File: src/sv/pthr_pkg.sv
// ----------------------------------------------------------------------------
// pthr_pkg: shared types and constants of the pad to HID axis report unit
// Word layouts of both channels, pad kind codes, register indexes and the
// fixed constants of the axis scaling.
// ----------------------------------------------------------------------------
`default_nettype none

package pthr_pkg;

  // Pad kind codes carried in the command field.
  localparam logic [1:0] PAD_NONE = 2'd0;
  localparam logic [1:0] PAD_N64  = 2'd1;
  localparam logic [1:0] PAD_GC   = 2'd2;

  // Configuration register indexes (byte address is four times the index).
  localparam int unsigned CFG_AW = 4;
  localparam logic [1:0] CFG_IDX_SLIDERS = 2'd0;
  localparam logic [1:0] CFG_IDX_FULL    = 2'd1;
  localparam logic [1:0] CFG_IDX_INVERT  = 2'd2;

  // Button bits that the analog triggers set when they act as buttons.
  localparam int unsigned LEFT_BUTTON_BIT  = 6;
  localparam int unsigned RIGHT_BUTTON_BIT = 5;

  localparam logic [15:0] AXIS_CENTRE = 16'd16000;

  typedef struct packed {
    logic [1:0]         command;
    logic signed [7:0]  stick_x;
    logic signed [7:0]  stick_y;
    logic signed [7:0]  cstick_x;
    logic signed [7:0]  cstick_y;
    logic [7:0]         left_trigger;
    logic [7:0]         right_trigger;
    logic [15:0]        button_bits;
  } pad_word_t;

  typedef struct packed {
    logic [15:0] axis_x_word;
    logic [15:0] axis_y_word;
    logic [15:0] caxis_x_word;
    logic [15:0] caxis_y_word;
    logic [15:0] ltrig_word;
    logic [15:0] rtrig_word;
    logic [15:0] report_buttons;
  } report_word_t;

endpackage

`default_nettype wire

File: src/sv/pad_to_hid_axis_report_unit.sv
// ----------------------------------------------------------------------------
// pad_to_hid_axis_report_unit: controller sample to HID axis report
// Turns one tagged N64 or GameCube pad sample into six axis words and a
// button word, with trigger handling set by three configuration bits.
// ----------------------------------------------------------------------------
// Usage:
// A pad sample arrives as one word on the in_ channel and is taken at a clock
// edge where in_valid is high and in_stall is low. Each sample gives exactly
// one report word on the out_ channel, taken where out_valid is high and
// out_stall is low. The block is a two-register pipeline: the sample is
// captured in an input register, the scaling and clamping run in one short
// combinational pass, and the report is held in an output register. out_valid
// rises once the sample has moved from the input register into the output
// register. One sample can be accepted in every cycle while the receiver
// does not stall, so the sustained rate is then one word per clock.
// When the receiver stalls, the output register holds its word and the input
// register can still take one more sample; in_stall rises only when both are
// full and the output is stalled.
// The user must write the three trigger mode bits over the cfg_ port only
// while no word is in flight; the block does not enforce it. Reset (rst_n
// low, synchronous) empties the pipeline and clears all three mode bits.
// ----------------------------------------------------------------------------
`default_nettype none

module pad_to_hid_axis_report_unit (
  input  wire                         clk,
  input  wire                         rst_n,
  // Pad sample channel.
  input  wire                         in_valid,
  output logic                        in_stall,
  input  pthr_pkg::pad_word_t         in_data,
  // Report channel.
  output logic                        out_valid,
  input  wire                         out_stall,
  output pthr_pkg::report_word_t      out_data,
  // Register port.
  input  wire                         cfg_psel,
  input  wire                         cfg_penable,
  input  wire                         cfg_pwrite,
  input  wire [pthr_pkg::CFG_AW-1:0]  cfg_paddr,
  input  wire [31:0]                  cfg_pwdata,
  output logic [31:0]                 cfg_prdata,
  output logic                        cfg_pready
);

  import pthr_pkg::*;

  // Mode registers.
  logic sliders_r, full_r, invert_r;
  logic cfg_wr;

  // Pipeline registers.
  logic         s1_valid_r;
  pad_word_t    s1_data_r;
  logic         out_valid_r;
  report_word_t out_data_r;
  report_word_t rep_nxt;

  logic s1_adv;
  logic in_acc;

  // Clamp a signed stick value to +/- lim.
  function automatic logic signed [7:0] clamp_axis(input logic signed [7:0] v,
                                                   input logic signed [7:0] lim);
    logic signed [7:0] r;
    begin
      r = v;
      if (v > lim) r = lim;
      if (v < -lim) r = -lim;
      return r;
    end
  endfunction

  // Offset a signed axis value into an unsigned report word (mod 65536).
  function automatic logic [15:0] to_word(input logic signed [17:0] v);
    logic signed [17:0] s;
    begin
      s = v + $signed({2'b00, AXIS_CENTRE});
      return s[15:0];
    end
  endfunction

  function automatic logic signed [17:0] trig_value(input logic [7:0] t,
                                                    input logic full,
                                                    input logic inv);
    logic signed [9:0]  d;
    logic signed [17:0] v;
    logic [13:0]        p;
    begin
      d = $signed({2'b00, t}) - 10'sd127;
      p = 14'(t) * 14'd63;
      if (full) begin
        v = 18'(d) * 18'sd126;
      end else if (p > 14'd16000) begin
        v = 18'sd16000;
      end else begin
        v = $signed({4'b0000, p});
      end
      if (inv) v = -v;
      return v;
    end
  endfunction

  // --------------------------------------------------------------------------
  // Configuration port. Only paddr[3:2] selects the register, so any write
  // to index three is dropped.
  // --------------------------------------------------------------------------
  assign cfg_pready = 1'b1;
  assign cfg_wr     = cfg_psel && cfg_penable && cfg_pwrite && cfg_pready;

  always_ff @(posedge clk) begin
    if (!rst_n) begin
      sliders_r <= 1'b0;
      full_r    <= 1'b0;
      invert_r  <= 1'b0;
    end else if (cfg_wr) begin
      case (cfg_paddr[3:2])
        CFG_IDX_SLIDERS: sliders_r <= cfg_pwdata[0];
        CFG_IDX_FULL:    full_r    <= cfg_pwdata[0];
        CFG_IDX_INVERT:  invert_r  <= cfg_pwdata[0];
        default: ;
      endcase
    end
  end

  always_comb begin
    case (cfg_paddr[3:2])
      CFG_IDX_SLIDERS: cfg_prdata = {31'd0, sliders_r};
      CFG_IDX_FULL:    cfg_prdata = {31'd0, full_r};
      CFG_IDX_INVERT:  cfg_prdata = {31'd0, invert_r};
      default:         cfg_prdata = 32'd0;
    endcase
  end

  // --------------------------------------------------------------------------
  // Handshake. The input register moves into the output register whenever
  // the output is empty or being taken.
  // --------------------------------------------------------------------------
  assign s1_adv   = !out_valid_r || !out_stall;
  assign in_stall = s1_valid_r && !s1_adv;
  assign in_acc   = in_valid && !in_stall;

  // --------------------------------------------------------------------------
  // Report computation from the input register.
  // --------------------------------------------------------------------------
  always_comb begin
    logic signed [7:0] sx, sy, cx, cy;
    logic [15:0]       btn;
    rep_nxt.axis_x_word    = AXIS_CENTRE;
    rep_nxt.axis_y_word    = AXIS_CENTRE;
    rep_nxt.caxis_x_word   = AXIS_CENTRE;
    rep_nxt.caxis_y_word   = AXIS_CENTRE;
    rep_nxt.ltrig_word     = AXIS_CENTRE;
    rep_nxt.rtrig_word     = AXIS_CENTRE;
    rep_nxt.report_buttons = 16'd0;
    sx  = 8'sd0;
    sy  = 8'sd0;
    cx  = 8'sd0;
    cy  = 8'sd0;
    btn = s1_data_r.button_bits;
    case (s1_data_r.command)
      PAD_N64: begin
        sx = clamp_axis(s1_data_r.stick_x, 8'sd80);
        sy = clamp_axis(s1_data_r.stick_y, 8'sd80);
        rep_nxt.axis_x_word    = to_word(18'(sx) * 18'sd200);
        rep_nxt.axis_y_word    = to_word(18'(sy) * -18'sd200);
        rep_nxt.report_buttons = btn;
      end
      PAD_GC: begin
        sx = clamp_axis(s1_data_r.stick_x, 8'sd100);
        sy = clamp_axis(s1_data_r.stick_y, 8'sd100);
        cx = clamp_axis(s1_data_r.cstick_x, 8'sd100);
        cy = clamp_axis(s1_data_r.cstick_y, 8'sd100);
        rep_nxt.axis_x_word  = to_word(18'(sx) * 18'sd160);
        rep_nxt.axis_y_word  = to_word(18'(sy) * -18'sd160);
        rep_nxt.caxis_x_word = to_word(18'(cx) * 18'sd160);
        rep_nxt.caxis_y_word = to_word(18'(cy) * -18'sd160);
        if (sliders_r) begin
          // Triggers act as buttons; the trigger words stay centred.
          if (s1_data_r.left_trigger > 8'd32) btn[LEFT_BUTTON_BIT] = 1'b1;
          if (s1_data_r.right_trigger > 8'd32) btn[RIGHT_BUTTON_BIT] = 1'b1;
        end else begin
          rep_nxt.ltrig_word = to_word(trig_value(s1_data_r.left_trigger,
                                                  full_r, invert_r));
          rep_nxt.rtrig_word = to_word(trig_value(s1_data_r.right_trigger,
                                                  full_r, invert_r));
        end
        rep_nxt.report_buttons = btn;
      end
      default: ;
    endcase
  end

  // --------------------------------------------------------------------------
  // Pipeline registers.
  // --------------------------------------------------------------------------
  always_ff @(posedge clk) begin
    if (!rst_n) begin
      s1_valid_r  <= 1'b0;
      out_valid_r <= 1'b0;
    end else begin
      if (s1_adv) begin
        out_valid_r <= s1_valid_r;
      end
      if (s1_adv || !s1_valid_r) begin
        s1_valid_r <= in_acc;
      end
    end
  end

  always_ff @(posedge clk) begin
    if (in_acc) begin
      s1_data_r <= in_data;
    end
    if (s1_adv && s1_valid_r) begin
      out_data_r <= rep_nxt;
    end
  end

  assign out_valid = out_valid_r;
  assign out_data  = out_data_r;

  // --------------------------------------------------------------------------
  // Assertions.
  // --------------------------------------------------------------------------
  a_stall_only_when_full: assert property (@(posedge clk) disable iff (!rst_n)
    in_stall |-> (s1_valid_r && out_valid_r))
    else $error("input stalled while pipeline has room");

  a_s1_moves_to_out: assert property (@(posedge clk) disable iff (!rst_n)
    (s1_valid_r && s1_adv) |=> out_valid_r)
    else $error("sample lost between input and output register");

  a_s1_holds: assert property (@(posedge clk) disable iff (!rst_n)
    (s1_valid_r && !s1_adv) |=> (s1_valid_r && $stable(s1_data_r)))
    else $error("held sample changed while output stalled");

  a_n64_trig_centred: assert property (@(posedge clk) disable iff (!rst_n)
    (s1_valid_r && s1_adv && s1_data_r.command != PAD_GC) |=>
    (out_data_r.ltrig_word == AXIS_CENTRE && out_data_r.rtrig_word == AXIS_CENTRE))
    else $error("trigger word not centred for non-GameCube sample");

endmodule

`default_nettype wire
File: config.mk
export PLATFORM = sky130hd
export DESIGN_NAME = pad_to_hid_axis_report_unit
export DESIGN_NICKNAME = d
export VERILOG_FILES = /design/src/sv/pthr_pkg.sv /design/src/sv/pad_to_hid_axis_report_unit.sv
export SDC_FILE = /design/constraint.sdc
export NUM_CORES = 1
export LEC_CHECK = 0
export ABC_AREA = 1
export BUFFER_PORTS_ARGS = -buffer_cell sky130_fd_sc_hd__buf_2
export CAP_MARGIN = 20
export CELL_PAD_IN_SITES_DETAIL_PLACEMENT = 1
export CELL_PAD_IN_SITES_GLOBAL_PLACEMENT = 1
export CORE_MARGIN = 3
export CORE_UTILIZATION = 35
export CTS_CLUSTER_SIZE = 25
export DETAILED_ROUTE_END_ITERATION = 8
export PLACE_DENSITY = 0.8
export RECOVER_POWER = 50
export SYNTH_ARGS = -nofsm -noshare
export SYNTH_HDL_FRONTEND = slang
export SYNTH_SLANG_ARGS = --single-unit
File: constraint.sdc
create_clock -name clk -period 6.2 [get_ports clk]
set_input_delay 0.93 -clock clk [delete_from_list [all_inputs] [get_ports clk]]
set_output_delay 0.93 -clock clk [all_outputs]
set_load 0.005 [all_outputs]
==> results of run 1 <==
==> tightest hold or removal path, stage by stage (launching register included) <==
cell	delay (ps)
dfxtp_1	300
inv_1	90
a21oi_1	70
==> flip-flops by register name, indices dropped and copies added, names as in the netlist <==
signal,flops
s1_valid_r,1
full_r,1
out_data,96
out_valid,1
sliders_r,1
invert_r,1
s1_data_r,66
==> worst min-delay path by stage <==
stage	depth (start not counted)	slack (ps)	start	endpoint
floorplan	2	460	s1_valid_r	out_valid
global placement	2	510	out_valid	out_valid
detailed placement	2	540	s1_data_r[9]	out_data[9]
CTS	1	550	in_data[9]	s1_data_r[9]
global route	2	540	s1_valid_r	out_valid
finish	2	500	s1_valid_r	out_valid
==> cells in the final DEF (no fill, tap or decap), types with 10 or more instances in the layout <==
cell,Yosys,routed
a21oi_1,93,90
a21oi_2,8,11
a31oi_1,11,11
buf_2,3,109
buf_4,48,71
clkbuf_1,30,68
clkbuf_16,0,17
conb_1,2,48
edfxtp_1,162,162
fa_1,121,121
ha_1,257,241
inv_1,520,512
inv_2,5,10
nand2_1,382,376
nand2_2,15,21
nand3_1,94,92
nand3_2,9,11
nand3b_1,11,11
nand4_1,11,11
nor2_1,190,189
nor2_2,12,10
nor3_1,34,30
o21ai_0,86,84
o21bai_1,12,12
or2_2,13,13
xnor2_1,31,31
xor2_1,66,59
xor2_2,3,10
==> cell families (layout without fill, tap and decap cells) <==
logic type | count (synthesis) | in the layout | share of synthesized area
AND/OR/NAND/NOR | 792 | 792 | 0.182
AO/OA/AOI/OAI | 255 | 255 | 0.0782
other | 2 | 51 | 0.000396
buffers and inverters | 613 | 807 | 0.131
adder cells (fa/ha/maj) | 378 | 378 | 0.297
flip-flops | 167 | 167 | 0.262
multiplexers | 2 | 2 | 0.00119
XOR/XNOR | 100 | 100 | 0.0474
==> cells in the mapped netlist, types with 3 or more instances <==
library cell	instances
nor2_4	5
or2_2	13
dfxtp_1	5
a21oi_2	8
a21oi_1	93
buf_4	48
nor3b_1	3
clkbuf_1	30
a31oi_1	11
nand2_1	382
o21bai_1	12
a21boi_0	4
nor2_1	190
o21ai_1	7
buf_1	5
edfxtp_1	162
nand3_1	94
fa_1	121
inv_1	520
nor3_1	34
nand3b_1	11
buf_2	3
a32o_1	4
ha_1	257
o31ai_1	5
o211ai_1	3
nand4_1	11
nor2_2	12
inv_2	5
xnor2_1	31
xor2_2	3
o21a_1	4
nand2_2	15
o21ai_0	86
nand3_2	9
xor2_1	66
nor4_1	5
a21o_1	5
==> through the flow <==
step / TNS [ps] / total power, mW / setup slack, ps / hold slack [ps]
3_3_place_gp: 0 / 7.04 / 277 / 509
2_1_floorplan: 0 / 5.87 / 31.3 / 457
3_5_place_dp: 0 / 7.39 / 23.5 / 537
6_report: 0 / 8.75 / 268 / 503
4_1_cts: 0 / 8.52 / 7.55 / 555
5_1_grt: -316 / 9.80 / -106 / 539
==> area by class of cell <==
type	count	area (um^2)
timing repair buffer	250	1370
clock buffer	17	425
inverter	526	1980
fill	6441	31400
multi-input combinational	1575	11900
antenna	3	7.51
clock inverter	14	120
tap	688	861
sequential	167	4960
==> timing repair <==
action	in CTS	in global routing
buffers inserted	0	31
gates resized for setup	0	59
setup endpoints to repair	0	16
==> power by group through the flow <==
| stage | logic [mW] | registers, mW | clock network [mW] |
|---|---|---|---|
| 6_report | 6.29 | 1.42 | 1.04 |
| 5_1_grt | 7.25 | 1.43 | 1.13 |
| 4_1_cts | 6.00 | 1.42 | 1.09 |
| 3_5_place_dp | 5.95 | 1.44 | 0 |
| 3_3_place_gp | 5.60 | 1.44 | 0 |
| 2_1_floorplan | 4.44 | 1.44 | 0 |
==> routing by layer <==
| layer | global-route usage | vias up | share of wire |
|---|---|---|---|
| li1 | - | 7635 | - |
| met1 | 0.211 | 7581 | 0.42 |
| met2 | 0.341 | 200 | 0.53 |
| met3 | 0.0336 | 59 | 0.034 |
| met4 | 0.0530 | 2 | 0.020 |
| met5 | 0 | - | 0.00019 |
==> impl_results.md, run 1 <==
* Setup repair after global routing missed its margin: yes
* Layout Area Growth over Synthesis at 14.3%
* Io pins at ~260
* Power Dens Cells at 404 nW/um^2
* Slew @ Worst Pin at 2990 ps
* Chip height at 239 um
* Clock slew seen by the registers of the worst setup and hold paths at about 80 ps
* CTS H-tree lvls at 4
* Sw frac at 0.506
* Reg2reg start: s1_data_r[18]
* Placed cell count at roughly 3200
* Crit path top cell by count: nand2_1
* Largest net degree at the start of global routing at 67
* Post-synth EDFFs at approximately 160
* Overflow after GRT at 0
* Psw at approximately 4.4 mW
* Crit share post-route at 0.957
* Max incr delay on CP at ~550 ps
* Crit-path leading delay family: adder cells
* Synth warn at 0
* Initial antenna violation count at 4
* Worst setup startpoint: s1_data_r[18]
* Clock tree buffer depth at 2
* Critical Path Source Type: flip-flop
* Netlist cell types at 59
* Hold buffers post-CTS at 0
* Chip width at about 240 um
* Final ANT Viol Nets at 0
* Drt pass-1 iters at 5
* Final Slew Violations at a little under 100
* Outcome: finished with violations
* Cell area after layout at 21700 um^2
* Drt wl/cell at about 16 um
* Total wire length at about 52000 um
* FF-to-FF End: out_data[30]
* P_int at between 4 and 5 mW
* Initial cell density of the core at 0.357
* Tmin final at roughly 5900 ps
* Lkg Pwr at around 11 nW
* Critical Path Stages at 34
* Clk_lat worst skew at ~500 ps
* 1st-iter DRT viols at around 430
* DRC violations left at 0
* R2R cell count at 34
* Maximum vdd ir drop at ~0.27 mV
* Gr usage total at 0.182
* Non-Filler Instances at 3240
* Top_reg_cell synth: edfxtp_1
* CTS Buf Count at 17
* Post-Synthesis Cells at 2309
* Top post-synthesis cells by area: edfxtp_1 26%, ha_1 17%, fa_1 13%
* Share of cells above drive strength 1 at 0.133
* Placer Congestion at about 0.85
* I/O Buffers at between 150 and 200
* Root Driver: clkbuf_16
* Buf/Inv on CP at 5
* Core ar. at 53100 um^2
* Mapped Area at about 19000 um^2
* CP Capture Type: flip-flop
* Setup slack, reg-to-reg at 270 ps
* Final setup viols at 0
* Vias in the first global route at between 15000 and 20000
* Crit Path Category: flip-flop to flip-flop
* Post-synth top area cell: edfxtp_1
* Max cap viols at 3
* Crit path DAT at a little over 6000 ps
* Failing checks: max-capacitance violations, max-slew violations
* DIE AREA at ~57000 um^2
* Hold WC Path Type: flip-flop to flip-flop
* Via Count at around 15000
* Rel. slew slack at -0.997
* HPWL Detailed at 42600 um
* WP data required at between 6000 and 7000 ps
* CP max stage cell: edfxtp_1
* First-pass GRT wire length at around 83000 um
* Comb power frac at 0.719
* Skew final at about 17 ps
* # rows at 84
* Via density at 4.78
* Worst-path maximum fanout at 6
* Flop pwr share at 0.162
* Clk pwr share at 0.119
* Nets@finish at ~3000
* Post-DP Area at around 21000 um^2
* Post-synth ARST share at 0
* Avg Inst Size Synth at 8.21 um^2
* CP endpoint: out_data[30]
* Seq/Total Area, Yosys at 0.262
* # clock sinks at approximately 170
* Final hold viol count at 0
* Post-layout util at 0.408
* Post-synth top area share at 0.257
* Number of synthesized register bits at 167
* Achievable frequency at roughly 170 MHz
* CTS tree: yes
(Power assumes the default switching activity.)
==> run 2, diff against run 1 <==
--- a/config.mk
+++ b/config.mk
@@ -8,14 +8,14 @@
 export ABC_AREA = 1
 export BUFFER_PORTS_ARGS = -buffer_cell sky130_fd_sc_hd__buf_2
 export CAP_MARGIN = 20
-export CELL_PAD_IN_SITES_DETAIL_PLACEMENT = 1
-export CELL_PAD_IN_SITES_GLOBAL_PLACEMENT = 1
+export CORE_ASPECT_RATIO = 1.2
 export CORE_MARGIN = 3
 export CORE_UTILIZATION = 35
 export CTS_CLUSTER_SIZE = 25
 export DETAILED_ROUTE_END_ITERATION = 8
-export PLACE_DENSITY = 0.8
+export PLACE_DENSITY = 0.65
 export RECOVER_POWER = 50
+export SETUP_SLACK_MARGIN = 0.3
 export SYNTH_ARGS = -nofsm -noshare
 export SYNTH_HDL_FRONTEND = slang
 export SYNTH_SLANG_ARGS = --single-unit
==> impl_results.md, run 2 (same netlist as run 1, synthesis figures left out) <==
* Outcome: finished with violations
* Failing checks: max-capacitance violations, max-slew violations
* Overflow after GRT at 0
* Worst Hold End: out_valid
* Leading cell type in the layout, fill and taps excluded: inv_1
* Power Dens Cells at 393 nW/um^2
* Cell area after layout at 22200 um^2
* CP max stage cell: fa_1
* CTS tree: yes
* Hold WC Path Type: flip-flop to flip-flop
* Clock slew seen by the registers of the worst setup and hold paths at 70 ps
* Setup slack, reg-to-reg at 500 ps
* Clk_lat worst skew at ~450 ps
* Via density at between 4 and 5
* DRC violations left at 0
* Max cap viols at 2
* CTS Buf Count at 17
* Reg2reg start: s1_data_r[19]
* Crit share post-route at 0.920
* Post-layout util at 0.418
* Worst-path maximum fanout at 5
* Via Count at 14700
* Min-delay src: out_valid
* Drt wl/cell at between 10 and 15 um
* Slack of the critical path at a little under 500 ps
* Met2 GRT Util at 0.271
* HPWL Detailed at between 30000 and 40000 um
* Lkg Pwr at between 10 and 15 nW
* Vias in the first global route at between 10000 and 15000
* Nets@finish at about 3000
* Chip height at between 200 and 300 um
* FF-to-FF End: out_data[31]
* Total power at 8.72 mW
* Slew @ Worst Pin at ~2700 ps
* # rows at 92
* Critical Path Source Type: flip-flop
* Gr usage total at 0.150
* Crit-path leading delay family: adder cells
* Io pins at ~260
* GR Util met1 at 0.185
* Setup repair after global routing missed its margin: yes
* DIE AREA at approximately 57000 um^2
* Chip width at approximately 220 um
* CTS H-tree lvls at 4
* 1st-iter DRT viols at between 600 and 700
* Post-DP Area at about 21000 um^2
* Placer Congestion at 0.856
* Max incr delay on CP at 540 ps
* R2R cell count at 29
* Most frequent cells in the layout: 489 x inv_1, 358 x nand2_1, 229 x ha_1, 185 x nor2_1, 162 x edfxtp_1
* Initial cell density of the core at 0.357
* Total wire length at 43300 um
* First-pass GRT wire length at around 68000 um
* Final setup viols at 0
* Achievable frequency at around 180 MHz
* Global-route track usage on met3 at 0.0215
* Drt pass-1 iters at 5
* Final ANT Viol Nets at 0
* Setup WS pre-CTS at 192 ps
* Setup_tns at 0 ps
* Share of cells above drive strength 1 at 0.166
* Hold-critical path depth at 2
* Largest register FFs at 96
* CP Capture Type: flip-flop
* Final hold viol count at 0
* Initial antenna violation count at 2
* Skew final at between 10 and 15 ps
* Clock tree buffer depth at 2
* Rel. slew slack at -0.820
* Tmin final at 5700 ps
* Layout Area Growth over Synthesis at 17.1%
* Ant. Diodes at 0
* Core ar. at about 53000 um^2
* Largest net degree at the start of global routing at 57
* Root Driver: clkbuf_16
* Gr busiest metal: met2
* I/O Buffers at 174
* Crit path top cell by count: nand2_1
* Maximum vdd ir drop at ~0.2 mV
* Crit Path Category: flip-flop to flip-flop
* Buf/Inv on CP at 5
* # clock sinks at 167
* Crit path DAT at slightly below 6000 ps
* WP data required at between 6000 and 7000 ps
* Final Slew Violations at between 90 and 100
==> run 2: cell type report <==
class	instances	area [um^2]
Inverter	526	1990
Timing Repair Buffer	262	1460
Multi-Input combinational cell	1575	12300
Fill cell	5284	30900
Tap cell	705	882
Sequential cell	167	4960
Clock inverter	11	153
Clock buffer	21	440
==> run 2: power by group <==
part           total [mW]  internal [mW]  switching [mW]
sequential           1.42           1.37          0.0458
combinational        6.20           2.51            3.69
clock                1.11          0.636           0.472
total                8.72           4.51            4.21
==> run 2: how the worst max path moves through the flow <==
stage / cells past startpoint / slack, ps / start / endpoint
2_1_floorplan: 28 / 340 / s1_data_r[24] / out_data[46]
3_3_place_gp: 30 / 240 / s1_data_r[25] / out_data[47]
3_5_place_dp: 31 / 190 / s1_data_r[25] / out_data[47]
4_1_cts: 31 / 300 / s1_data_r[17] / out_data[31]
5_1_grt: 31 / 60 / s1_data_r[19] / out_data[31]
6_report: 29 / 500 / s1_data_r[19] / out_data[31]
==> run 2: per-stage QoR <==
step                hold slack, ps  instances
CTS                            546       3221
global placement               515       3185
finish                         542       3267
global route                   579       3267
floorplan                      475       2355
detailed placement             536       3185
==> run 2: worst min-delay path, delay by kind of cell, from the launching register on <==
kind / cells / cell delay (ps)
flip-flops: 1 / 340
AO/OA/AOI/OAI: 1 / 60
AND/OR/NAND/NOR: 1 / 80
==> run 2: metal layers <==
layer  up-vias  share of wire
li1       7665              -
met1      6833           0.44
met2       186           0.51
met3        40          0.031
met4         2          0.019
met5         -        0.00025
==> run 2: repair_timing <==
item | in CTS | in global routing
pin swaps | 0 | 82
resized for setup | 7 | 149
buffers inserted | 4 | 45
setup endpoints to repair | 6 | 19
hold buffers | 0 | 0
==> run 3, diff against run 2 <==
--- a/config.mk
+++ b/config.mk
@@ -13,6 +13,7 @@
 export CORE_UTILIZATION = 35
 export CTS_CLUSTER_SIZE = 25
 export DETAILED_ROUTE_END_ITERATION = 8
+export MAX_ROUTING_LAYER = met4
 export PLACE_DENSITY = 0.65
 export RECOVER_POWER = 50
 export SETUP_SLACK_MARGIN = 0.3
==> impl_results.md, run 3 (same netlist as run 1, synthesis figures left out) <==
* Outcome: finished with violations
* Failing checks: max-capacitance violations, max-slew violations
* 1st-iter DRT viols at 609
* WP data required at 6410 ps
* DIE AREA at about 57000 um^2
* Leading cell type in the layout, fill and taps excluded: inv_1
* Hold WC Path Type: flip-flop to flip-flop
* Maximum vdd ir drop at between 0.2 and 0.25 mV
* Met2 wire length at ~22000 um
* Total wire length at approximately 43000 um
* FF-to-FF End: out_data[31]
* Post-DP Area at approximately 21000 um^2
* Via density at ~4.5
* Worst-path maximum fanout at 5
* Crit Path Category: flip-flop to flip-flop
* Largest register FFs at 96
* Top sig layer: met4
* Setup slack, reg-to-reg at ~500 ps
* Achievable frequency at around 180 MHz
* Worst setup startpoint: s1_data_r[19]
* Clock slew seen by the registers of the worst setup and hold paths at about 70 ps
* Largest net degree at the start of global routing at 57
* Clk_lat worst skew at around 450 ps
* Routed wl met3 at 1460 um
* Setup repair after global routing missed its margin: yes
* I/O Buffers at about 170
* Reg2reg start: s1_data_r[19]
* CP max stage cell: fa_1
* # clock sinks at 167
* Crit path top cell by count: nand2_2
* Root Driver: clkbuf_16
* CTS Buf Count at 17
* Vias in the first global route at about 14000
* CP Capture Type: flip-flop
* Crit share post-route at 0.920
* Critical Path Source Type: flip-flop
* Slew @ Worst Pin at about 2800 ps
* Layout Area Growth over Synthesis at 17.1%
* Initial cell density of the core at 0.357
* Cell area after layout at between 20000 and 25000 um^2
* CTS tree: yes
* Critical Path Stages at 33
* Tmin final at between 5000 and 6000 ps
* Final Slew Violations at 95
* Via Count at around 15000
* Final ANT Viol Nets at 0
* Hold Worst Slack at roughly 540 ps
* Io pins at 256
* Most frequent cells in the layout: 489 x inv_1, 358 x nand2_1, 229 x ha_1, 185 x nor2_1, 162 x edfxtp_1
* Lkg Pwr at 10.9 nW
* Crit path DAT at between 5000 and 6000 ps
* Final setup viols at 0
* Skew final at ~10 ps
* Total power at roughly 8.7 mW
* Chip height at 261 um
* Buf/Inv on CP at 6
* Gr usage total at 0.155
* CP endpoint: out_data[31]
* Wl on met1 at between 15000 and 20000 um
* Final hold viol count at 0
* DRC violations left at 0
* Power Dens Cells at slightly below 400 nW/um^2
* Overflow after GRT at 0
* Max incr delay on CP at 540 ps
* HPWL Detailed at around 35000 um
* Drt wl/cell at 13.2 um
* Chip width at 218 um
* Max cap viols at 2
* Placer Congestion at just under 0.9
* Drt pass-1 iters at 5
* Rel. slew slack at -0.842
* # rows at 92
* Clock tree buffer depth at 2
* Hold buffers post-CTS at 0
* Crit-path leading delay family: adder cells
* Share of cells above drive strength 1 at 0.166
* Core ar. at around 53000 um^2
* Nets@finish at just over 3000
* Fillers at ~5300
* Initial antenna violation count at 2
* First-pass GRT wire length at between 60000 and 70000 um
* R2R cell count at 33
* Setup_tns at 0 ps
* CTS H-tree lvls at 4
==> run 3: final cells by class <==
class | count | area [um^2] | area share
Multi-Input combinational cell | 1575 | 12300 | 0.555
Antenna cell | 1 | 2.50 | 0.000113
Sequential cell | 167 | 4960 | 0.224
Tap cell | 705 | 882 | 0.0397
Inverter | 526 | 1990 | 0.0895
Clock inverter | 11 | 153 | 0.00688
Clock buffer | 21 | 440 | 0.0198
Timing Repair Buffer | 262 | 1460 | 0.0658
==> run 3: what timing repair did <==
action,in CTS,in global routing
pin swaps,0,82
resized for setup,7,149
endpoints found under the setup margin,6,19
buffers inserted,4,45
==> run 3: where the power goes <==
group / internal, mW / total (mW) / switching, mW / leakage [nW]
Sequential: 1.37 / 1.42 / 0.0449 / 1.60
Combinational: 2.51 / 6.20 / 3.69 / 9.06
Clock: 0.636 / 1.11 / 0.471 / 0.278
==> run 3: worst min-delay path, delay by kind of cell (launching register included) <==
kind,cells,cell delay [ps]
flops,1,340
simple gates,1,80
compound gates,1,60
==> run 3: worst min path at each step <==
| stage | slack, ps | depth (start not counted) | start | to |
|---|---|---|---|---|
| after detailed placement | 540 | 2 | out_valid | out_valid |
| after global routing | 580 | 2 | out_valid | out_valid |
| final | 540 | 2 | out_valid | out_valid |
| after CTS | 550 | 2 | out_valid | out_valid |
| after global placement | 510 | 2 | out_valid | out_valid |
| after floorplan | 470 | 2 | s1_valid_r | out_valid |
==> run 3: layer usage <==
metal / global-route usage / up-vias
met2: 0.271 / 217
met4: 0.0464 / 0
li1: - / 7672
met3: 0.0218 / 42
met5: - / -
met1: 0.185 / 6843
==> run 3: stage by stage <==
| stage | setup WS, ps | std cells | utilization |
|---|---|---|---|
| 2_1_floorplan | 338 | 2355 | - |
| 3_3_place_gp | 235 | 3185 | 0.389 |
| 3_5_place_dp | 192 | 3185 | 0.389 |
| 4_1_cts | 303 | 3221 | 0.402 |
| 5_1_grt | 63.4 | 3268 | 0.418 |
| 6_report | 495 | 3268 | 0.418 |
